--- config.mk ---
export PLATFORM = sky130hd
export DESIGN_NAME = segint_div_cell
export DESIGN_NICKNAME = d
export VERILOG_FILES = /design/src/sv/segint_pkg.sv /design/src/sv/segint_div_cell.sv
export SDC_FILE = /design/constraint.sdc
export NUM_CORES = 1
export LEC_CHECK = 0
export BUFFER_PORTS_ARGS = -buffer_cell sky130_fd_sc_hd__buf_2
export CAP_MARGIN = 15
export CORE_MARGIN = 10
export CORE_UTILIZATION = 45
export DETAILED_ROUTE_END_ITERATION = 6
export PLACE_DENSITY = 0.78
export SYNTH_ARGS = -nofsm -noshare
export SYNTH_HDL_FRONTEND = slang
export SYNTH_SLANG_ARGS = --single-unit
--- constraint.sdc ---
create_clock -name clk -period 0.8 [get_ports clk]
set_input_delay 0.08 -clock clk [delete_from_list [all_inputs] [get_ports clk]]
set_output_delay 0.08 -clock clk [all_outputs]
set_load 0.02 [all_outputs]
--- src/sv/segint_pkg.sv ---
// Shared types and defaults for the segment intersection tester.
// No dependencies; imported by the divider cell and the top level.
`default_nettype none

package segint_pkg;

    localparam int COORD_BITS_DEF = 12;

    // Control that travels with an item down the divider chain.
    typedef struct packed {
        logic valid;
        logic hit;
        logic coll;
        logic div;
        logic neg_x;
        logic neg_y;
    } segint_ctl_t;

endpackage

`default_nettype wire

--- src/sv/segint_div_cell.sv ---
// One restoring-division cell: settles one quotient bit for x and y lanes.
// Depends on segint_pkg for the control struct.
`default_nettype none

module segint_div_cell #(
    parameter int W     = 41,
    parameter int QB    = 12,
    parameter int SHIFT = 0
) (
    input  wire logic                        clk,
    input  wire logic                        rst_n,
    input  wire segint_pkg::segint_ctl_t     ctl_in,
    input  wire logic [W-1:0]                rem_x_in,
    input  wire logic [W-1:0]                rem_y_in,
    input  wire logic [W-1:0]                dv_in,
    input  wire logic [QB-1:0]               qx_in,
    input  wire logic [QB-1:0]               qy_in,
    output segint_pkg::segint_ctl_t          ctl_out,
    output logic [W-1:0]                     rem_x_out,
    output logic [W-1:0]                     rem_y_out,
    output logic [W-1:0]                     dv_out,
    output logic [QB-1:0]                    qx_out,
    output logic [QB-1:0]                    qy_out
);
    import segint_pkg::*;

    segint_ctl_t      ctl_reg;
    logic [W-1:0]     rem_x_reg, rem_x_next;
    logic [W-1:0]     rem_y_reg, rem_y_next;
    logic [W-1:0]     dv_reg;
    logic [QB-1:0]    qx_reg, qx_next;
    logic [QB-1:0]    qy_reg, qy_next;
    logic [W-1:0]     dsh;
    logic [QB-1:0]    qbit;

    always_comb
    begin
        dsh  = dv_in << SHIFT;
        qbit = QB'(1) << SHIFT;
        rem_x_next = rem_x_in;
        qx_next    = qx_in;
        if (rem_x_in >= dsh)
        begin
            rem_x_next = rem_x_in - dsh;
            qx_next    = qx_in | qbit;
        end
        rem_y_next = rem_y_in;
        qy_next    = qy_in;
        if (rem_y_in >= dsh)
        begin
            rem_y_next = rem_y_in - dsh;
            qy_next    = qy_in | qbit;
        end
    end

    always_ff @(posedge clk or negedge rst_n)
    begin
        if (!rst_n)
        begin
            ctl_reg <= '0;
        end
        else
        begin
            ctl_reg <= ctl_in;
        end
    end

    always_ff @(posedge clk)
    begin
        rem_x_reg <= rem_x_next;
        rem_y_reg <= rem_y_next;
        dv_reg    <= dv_in;
        qx_reg    <= qx_next;
        qy_reg    <= qy_next;
    end

    assign ctl_out   = ctl_reg;
    assign rem_x_out = rem_x_reg;
    assign rem_y_out = rem_y_reg;
    assign dv_out    = dv_reg;
    assign qx_out    = qx_reg;
    assign qy_out    = qy_reg;

endmodule

`default_nettype wire

==> summary.txt, run 1 <==
Outcome
  • Status: did not finish
  • Failing step: global routing (5_1_grt)
  • Tool Error: [ERROR GRT-0232] Routing congestion too high. Check the congestion heatmap in the GUI.

Clocking
  • H-tree lvl count: 4
  • Cts bufs inserted: 17
  • Clock buffer depth: 2
  • Clock Sink Count: 153
  • CTS root buf: clkbuf_16

Synth
  • Syn_area_per_cell: roughly 9.1 um^2
  • Yosys warnings: 0
  • Mapped Cells: roughly 1100
  • Synth cell types: between 80 and 90
  • Prevailing post-synth register cell: dfxtp_1
  • Yosys reg bits: 153
  • Number of synthesized flops with an enable pin: 0
  • Post-synth ARST share: around 4%
  • Register area share after synthesis: between 30% and 40%
  • Syn nets: 1300
  • Synth Cell Area: between 0.009 and 0.01 mm^2

Placement
  • RePlAce Congestion: roughly 0.93
  • PortBufs: between 300 and 400
  • Hpwl dp: 31.00 mm
  • Post-DP Area: 0.01433 mm^2

GRT
  • Congestion Overflow GR: 35
  • Largest net degree at the start of global routing: 18
  • GR Util All Layers: between 70% and 80%
  • Initial antenna violation count: 19

Die
  • # IOs: 308
  • # rows: 53
  • Die Y: 166.2 um
  • Initial Util: 45.78%
  • Die Span X: between 150 and 200 um

STA
  • Grt repair worst endpoint: rem_x_out[32]$_DFF_P_/D
  • Worst EP kind: sequential cell input
==> metrics by stage <==
| step | instances | setup TNS, ps | setup WS (ps) |
|---|---|---|---|
| after floorplan | 1061 | -129880 | -1662 |
| after global placement | 1921 | -154690 | -2005 |
| after detailed placement | 1921 | -158930 | -2062 |
| after CTS | 2134 | -133240 | -1410 |
==> logic make-up after synthesis <==
| kind of cell | count (synthesis) | share of synthesized area (%) |
|---|---|---|
| AO/OA/AOI/OAI | 357 | 25.39 |
| AND/OR/NAND/NOR | 244 | 13.13 |
| flip-flops | 153 | 32.14 |
| buffers and inverters | 111 | 5.136 |
| adder cells (fa/ha/maj) | 84 | 11.08 |
| multiplexers | 57 | 8.113 |
| XOR/XNOR | 55 | 5.006 |
==> per-layer routing <==
layer	GRT overflow	track usage [%]
met2	21	85.46
met5	0	33.21
met3	0	61.95
met1	0	67.89
met4	14	70.64
==> synthesized netlist by cell type, types with 10 or more instances <==
library cell | count | area [um^2]
dfxtp_1 | 147 | 2943
a21oi_1 | 94 | 470.5
ha_1 | 82 | 1026
nand2_1 | 75 | 281.5
o21ai_0 | 71 | 355.3
inv_1 | 70 | 262.8
a21o_1 | 48 | 360.4
nor2_1 | 42 | 157.7
mux2_4 | 39 | 585.6
xnor2_1 | 33 | 289.0
xor2_1 | 22 | 192.7
clkbuf_1 | 20 | 75.07
nand3_1 | 20 | 100.1
nor3_1 | 18 | 90.09
nand4_1 | 17 | 106.4
buf_2 | 14 | 70.07
o21a_1 | 13 | 97.59
mux2_2 | 12 | 135.1
a31oi_1 | 11 | 68.82
o211ai_1 | 11 | 82.58
a211oi_1 | 10 | 75.07
==> what timing repair did <==
item,in CTS
buffers inserted,37
pin swaps,64
hold endpoints to repair,143
cloned,5
hold buffers,139
resized for setup,649
endpoints found under the setup margin,237
==> run 2, diff against run 1 <==
CORE_UTILIZATION = 30   (was 45)
PLACE_DENSITY = unset   (was 0.78)
PLACE_DENSITY_LB_ADDON = 0.15   (was unset)
==> summary.txt, run 2 <==
Route
  • Routed vias: around 11000
  • DR iter-0 viols: about 530
  • Drt total wl: ~44 mm
  • ANT nets after route: 0
  • Initial DRT Pass Iterations: 7
  • Post-route DRC: 0
  • Vias per cell: about 4.9
  • Routed len/inst: roughly 19 um

STA
  • RSZ-0062 raised after global routing: yes
  • Crit path setup slack, layout: -1398 ps
  • Fmax: between 0.4 and 0.5 GHz
  • Minimum clock period: roughly 2200 ps
  • Final period util: 274.8%
  • Slew @ Worst Pin: roughly 500 ps
  • Hold Fails Final Rpt: 0
  • Slew headroom: around two thirds
  • Final setup viols: roughly 240
  • Max-slew violations: 0

Finish
  • Leading cell types in the layout, fill and taps excluded: buf_4 (343), buf_6 (190), dfxtp_2 (147)
  • Share of cells above drive strength 1: about three fifths
  • Seq. cell area: 0.003277 mm^2
  • Commonest non-fill, non-tap cell in the layout: buf_4
  • Nets@finish: 2109
  • Design area: around 0.020 mm^2
  • Filler Cells Inserted: between 2000 and 3000
  • Area occupied by multi-input gates: about 0.0076 mm^2
  • Area Overhead vs Synth: 103.6%

Critical path
  • Number of stages on the worst setup path: 16
  • Critical path endpoint category: flop
  • Crit Path Max Fanout: 8
  • Crit path max-delay family: buffers and inverters
  • Critical path arrival: 2540 ps
  • Critical Path RT: roughly 1100 ps
  • Most Frequent Cell on Critical Path: buf_12
  • Critical Path Max Stage Delay: ~300 ps
  • Startpoint class of the critical path: primary input
  • Cells along the critical path: buf_12 -> inv_12 -> ha_4 -> buf_6 -> nand4_1 -> nor3_4 -> buf_6 -> nand4_1 -> o31ai_2 -> a21o_1 -> inv_2 -> o21ai_4 -> buf_12 -> buf_12 -> buf_16 -> mux2_4
  • Type of the worst setup path: primary input to flop
  • Slowest-stage cell, CP: mux2_4
  • Crit path buffers/inverters: 8

Die
  • # rows: 65 (+23%)
  • Core Box Area: between 0.03 and 0.04 mm^2
  • Initial Util: 30.42% (-15 points)
  • Die Y: 199.1 um (+20%)
  • Die Span X: 199.1 um (+20%)
  • # IOs: 308 (unchanged)
  • Die area: 0.03964 mm^2

Power
  • Cell Pwr Density: 1672 mW/mm^2
  • Max IR drop VDD: around 1.5 mV
  • Sw frac: 35.29%
  • Leak: 8.969 nW
  • Switching power total: about 0.012 W
  • Clock power share: 26.0%
  • Power Total: roughly 0.033 W
  • Internal power: 0.02120 W
  • Seq pwr share: approximately 28%
  • Combinational power share: between 40% and 50%

Synth
  • Most instantiated cells after synthesis: dfxtp_1 (147), a21oi_1 (94), ha_1 (82)
  • Post-synth ARST share: 3.922% (unchanged)
  • Area contributors post-synth: dfxtp_1 (31%), ha_1 (11%), mux2_4 (6.1%)
  • Syn_area_per_cell: 9.070 um^2 (unchanged)
  • Synth Cell Area: 0.009623 mm^2 (unchanged)
  • Count leader, synth: dfxtp_1
  • Synth cell types: 89 (unchanged)
  • Prevailing post-synth register cell: dfxtp_1
  • Post-synth top area share: 30.58% (unchanged)
  • Register area share after synthesis: 32.14% (unchanged)
  • Yosys warnings: 0 (unchanged)
  • Yosys reg bits: 153 (unchanged)
  • Synth area leader: dfxtp_1
  • Syn nets: 1300 (unchanged)
  • Mapped Cells: 1061 (unchanged)
  • Number of synthesized flops with an enable pin: 0 (unchanged)

Clocking
  • Clock buffer depth: 2 (unchanged)
  • H-tree lvl count: 4 (unchanged)
  • CTS root buf: clkbuf_16
  • Cts bufs inserted: 17 (unchanged)
  • TritonCTS clock tree: yes
  • Clock Sink Count: 153 (unchanged)
  • Reg clk slew, reported paths: roughly 70 ps

Placement
  • RePlAce Congestion: 0.8835 (-5.3%)
  • Hpwl dp: 33.22 mm (+7.2%)
  • PortBufs: 307 (unchanged)
  • Post-DP Area: 0.01468 mm^2 (+2.5%)

Outcome
  • Status: finished with violations
  • Failing checks: setup timing

Hold path
  • Hold Crit Depth: 3
  • Min-delay worst type: primary input to flop

GRT
  • Vias in the first global route: between 10000 and 15000
  • Initial antenna violation count: 6
  • Largest net degree at the start of global routing: 19
  • Congestion Overflow GR: 0
  • GR Util All Layers: a little over a fifth
  • First-pass GRT wire length: 65.85 mm

Job
  • Maxcap violations: 0
[run 2: path summary, 6_finish.rpt]
path | start | slack [ps] | endpoint
max | dv_in[32] | -1400 | rem_y_out[37]
min | rem_x_in[37] | 7 | rem_x_out[37]
max in group asynchronous | rst_n | 120 | ctl_out[2]
min in group asynchronous | rst_n | 530 | ctl_out[4]
[run 2: metrics by stage]
| stage | setup WS [ps] | std cells | hold slack (ps) | TNS [ps] | utilization, % |
|---|---|---|---|---|---|
| after global routing | -1488 | 2289 | 9.157 | -148680 | 61.91 |
| after detailed placement | -2036 | 2072 | -92.56 | -165200 | 46.39 |
| after CTS | -1344 | 2281 | -145.2 | -138940 | 60.36 |
| after global placement | -2031 | 2072 | -94.67 | -161300 | 46.39 |
| after floorplan | -1662 | 1061 | -215.6 | -129880 | - |
| final | -1398 | 2290 | 6.593 | -138410 | 61.92 |
[run 2: cells by family after synthesis]
| kind of cell | share of synthesized area [%] |
|---|---|
| adder cells (fa/ha/maj) | 11.08 |
| XOR/XNOR | 5.006 |
| buffers and inverters | 5.136 |
| multiplexers | 8.113 |
| flip-flops | 32.14 |
| AO/OA/AOI/OAI | 25.39 |
| AND/OR/NAND/NOR | 13.13 |
[run 2: power groups by stage]
stage | combinational, W | clock, W | sequential [W]
detailed placement | 0.0115 | 0 | 0.00898
global route | 0.0161 | 0.00905 | 0.00929
floorplan | 0.00534 | 0 | 0.0101
global placement | 0.0115 | 0 | 0.00897
CTS | 0.0145 | 0.00878 | 0.00922
finish | 0.0150 | 0.00853 | 0.00922
[run 2: layout make-up]
| cell class | instances | share of cell area, % |
|---|---|---|
| Antenna cell | 5 | 0.06387 |
| Inverter | 70 | 1.795 |
| Clock buffer | 18 | 2.299 |
| Multi-Input combinational cell | 797 | 38.67 |
| Sequential cell | 153 | 16.73 |
| Tap cell | 402 | 2.568 |
| Clock inverter | 14 | 0.8175 |
| Timing Repair Buffer | 831 | 37.06 |
[run 2: what timing repair did]
action                                  in CTS  in global routing
endpoints found under the setup margin     237                243
resized for setup                          634                119
endpoints found under the hold margin      145                  7
hold buffers                               141                  3
pin swaps                                   71                 32
gates cloned                                 5                  0
setup buffers                               33                  9
[run 2: layer usage]
| metal | share of wire [%] | track usage, % | vias up | wire, um |
|---|---|---|---|---|
| met2 | 48 | 35.75 | 302 | 21100 |
| met3 | 5.3 | 4.239 | 45 | 2328 |
| met4 | 2.0 | 7.205 | 0 | 894 |
| met1 | 44 | 26.83 | 5314 | 19330 |
| li1 | - | - | 5508 | - |
| met5 | 0 | 0 | - | 0 |
Note: power is estimated with default switching activity, not from simulation.
==> run 3, diff against run 2 <==
ABC_AREA = 1   (was unset)
==> summary.txt, run 3 <==
Outcome
  • Status: finished with violations
  • Failing checks: hold timing, setup timing

Power
  • Seq pwr share: 27.6% (-0.5 points)
  • Switching power total: 0.01267 W (+9.6%)
  • Cell Pwr Density: 1564 mW/mm^2 (-6.5%)
  • Max IR drop VDD: 1.578 mV (+5.5%)
  • Sw frac: 37.76% (+2.5 points)
  • Internal power: 0.02088 W (-1.5%)
  • Power Total: 0.03355 W (+2.4%)
  • Leak: 11.14 nW (+24%)
  • Combinational power share: 48.0% (+2.2 points)
  • Clock power share: 24.3% (-1.7 points)

Route
  • Top layer in use: met4
  • Initial DRT Pass Iterations: 5 (-2)
  • Post-route DRC: 0 (unchanged)
  • Routed len/inst: 17.98 um (-5.6%)
  • Met2 wire length: 28.64 mm (+36%)
  • Routed met3 length: 2.214 mm (-4.9%)
  • Drt total wl: 55.77 mm (+28%)
  • Routed vias: 14158 (+27%)
  • DR iter-0 viols: 704 (+32%)
  • ANT nets after route: 0 (unchanged)
  • Met1 Wirelength: 23.37 mm (+21%)
  • Vias per cell: 4.566 (-6.4%)

Finish
  • Share of cells above drive strength 1: 48.69% (-13 points)
  • Nets@finish: 2863 (+36%)
  • Commonest non-fill, non-tap cell in the layout: nand2_1
  • Finished Core Util: 60.77% (-1.2 points)
  • Filler Cells Inserted: 3236 (+23%)
  • Area occupied by multi-input gates: 0.008432 mm^2 (+11%)
  • Area Overhead vs Synth: 101.1%
  • Seq. cell area: 0.003278 mm^2 (about the same)
  • Leading cell types in the layout, fill and taps excluded: nand2_1 (600), buf_4 (337), inv_1 (263)

Critical path
  • Crit Path Max Fanout: 7 (-1)
  • Crit path max-delay family: simple AND/OR/NAND/NOR gates
  • Crit path buffers/inverters: 5 (-3)
  • Startpoint class of the critical path: primary input
  • Critical path endpoint category: flop
  • Cells along the critical path: buf_8 -> clkinvlp_4 -> ha_4 -> buf_6 -> nand2_8 -> nor2_4 -> nand2_2 -> nor2_2 -> nand2_2 -> nand3_2 -> nand2_4 -> nand2_8 -> clkinv_8 -> clkbuf_16 -> nand2_2 -> nand2_1
  • Critical Path RT: 1130 ps (about the same)
  • Slowest-stage cell, CP: ha_4
  • Most Frequent Cell on Critical Path: nand2_2
  • Type of the worst setup path: primary input to flop
  • Critical path arrival: 1960 ps (-580 ps)
  • Critical Path Max Stage Delay: 320 ps (+20 ps)

Synth
  • Yosys warnings: 0 (unchanged)
  • Post-synth ARST share: 3.922% (unchanged)
  • Largest family of logic cells by synthesized area: simple AND/OR/NAND/NOR gates
  • XOR/XNOR Fraction of Synth Area: 3.612% (-1.4 points)
  • Synth cell types: 28 (-69%)
  • Post-Synth Simple-Gate Area: 40.82% (+28 points)
  • Syn_area_per_cell: 5.973 um^2 (-34%)
  • Synth area leader: dfxtp_1
  • Syn nets: 2025 (+56%)
  • Yosys reg bits: 153 (unchanged)
  • Mapped Cells: 1786 (+68%)
  • Number of synthesized flops with an enable pin: 0 (unchanged)
  • Prevailing post-synth register cell: dfxtp_1
  • Register area share after synthesis: 28.99% (-3.1 points)
  • Synth Cell Area: 0.01067 mm^2 (+11%)
  • Adder-Cell Fraction of Synth Area: 9.993% (-1.1 points)
  • Area contributors post-synth: dfxtp_1 (28%), nand2_1 (27%), inv_1 (11%)
  • Most instantiated cells after synthesis: nand2_1 (774), inv_1 (307), nor2_1 (159)
  • Post-synth top area share: 27.59% (-3.0 points)
  • Multiplexer share of the synthesized area: 0% (-8.1 points)
  • Count leader, synth: nand2_1
  • Compound-cell area share of the yosys netlist: 4.621% (-21 points)

Clocking
  • Reg clk slew, reported paths: 70 ps (about the same)
  • Cts bufs inserted: 17 (unchanged)
  • CTS root buf: clkbuf_16
  • Clock buffer depth: 2 (unchanged)
  • Clock Sink Count: 153 (unchanged)
  • H-tree lvl count: 4 (unchanged)
  • TritonCTS clock tree: yes

STA
  • Max-slew violations: 0 (unchanged)
  • Slew @ Worst Pin: 344.8 ps (-146.0 ps)
  • Final period util: 203.4% (-71 points)
  • Slew headroom: 77.01% (+10 points)
  • RSZ-0062 raised after global routing: yes
  • Fmax: 0.6145 GHz (+35%)
  • Final setup viols: 237 (unchanged)
  • WHS: -13.85 ps (-20.44 ps)
  • Minimum clock period: 1627 ps (-570.8 ps)
  • Crit path setup slack, layout: -827.4 ps (+570.8 ps)
  • Hold Fails Final Rpt: 6 (+6)

Die
  • Core Box Area: 0.03531 mm^2 (+12%)
  • # IOs: 308 (unchanged)
  • # rows: 69 (+6.2%)
  • Die Y: 208.6 um (+4.8%)
  • Initial Util: 30.21% (-0.21 points)
  • Die Span X: 208.6 um (+4.8%)
  • Die area: 0.04350 mm^2 (+9.7%)

Placement
  • RePlAce Congestion: 0.9257 (+4.8%)
  • Hpwl dp: 42.37 mm (+28%)
  • PortBufs: 307 (unchanged)

GRT
  • Largest net degree at the start of global routing: 30 (+11)
  • Congestion Overflow GR: 0 (unchanged)
  • Vias in the first global route: 14042 (+20%)
  • GR Util All Layers: 23.12% (+1.7 points)
  • First-pass GRT wire length: 78.03 mm (+18%)
  • Initial antenna violation count: 4 (-2)

Hold path
  • Min-delay worst type: primary input to asynchronous set/reset pin

Job
  • Maxcap violations: 0 (unchanged)
## run 3: how the worst max path moves through the flow
stage	startpoint	to	slack (ps)	cells after the start
5_1_grt	dv_in[13]	rem_x_out[27]	-900	17
4_1_cts	dv_in[36]	qx_out[0]	-850	11
3_5_place_dp	dv_in[34]	qx_out[0]	-1480	12
6_report	dv_in[21]	rem_x_out[27]	-830	16
3_3_place_gp	dv_in[34]	qx_out[0]	-1520	12
2_1_floorplan	dv_in[3]	rem_y_out[16]	-830	17
## run 3: kinds of logic (layout without fill, tap and decap cells)
logic type	count (synthesis)	in the layout
other	0	3
AOI/OAI and AO/OA	92	92
xor gates and xnor gates	44	44
DFF	153	153
adders and majority gates	84	84
and+or+nand+nor	1085	1085
buffers and inverters	328	1179
## run 3: through the flow
stage          setup TNS [ps]  instance area (um^2)  worst slack (ps)  cells
6_report               -92600                 21460            -827.4   3101
5_1_grt               -102330                 21460            -900.4   3101
4_1_cts                -97060                 18970            -853.7   3071
3_5_place_dp          -112140                 15910             -1481   2857
3_3_place_gp          -113180                 15910             -1524   2857
2_1_floorplan          -65120                 11400            -828.8   1786
## run 3: area by class of cell
| cell class | instances | area share, % |
|---|---|---|
| clock inverters | 14 | 0.5948 |
| repair buffers | 835 | 34.24 |
| multi-input cells | 1305 | 39.30 |
| diodes | 3 | 0.03499 |
| well taps | 461 | 2.688 |
| inverters | 312 | 5.773 |
| flip-flops and latches | 153 | 15.28 |
| clock buffers | 18 | 2.099 |
## run 3: timing repair
action	in CTS	in global routing
buffers inserted	24	20
endpoints found under the hold margin	158	0
hold buffers	154	0
pin swaps	10	64
gates cloned	4	8
setup endpoints to repair	237	243
resized for setup	202	699
## run 3: metal layers
layer  up-vias  GRT usage (%)
li1       7092              -
met1      6609          27.43
met2       374          41.78
met3        83          3.758
met4         0          6.897
met5         -              0
## run 3: power by group through the flow
stage	registers [W]	clock network [W]	logic (W)
finish	0.00928	0.00817	0.0161
global route	0.00935	0.00866	0.0173
CTS	0.00890	0.00831	0.0134
detailed placement	0.00899	0	0.0118
global placement	0.00898	0	0.0118
floorplan	0.0103	0	0.00504
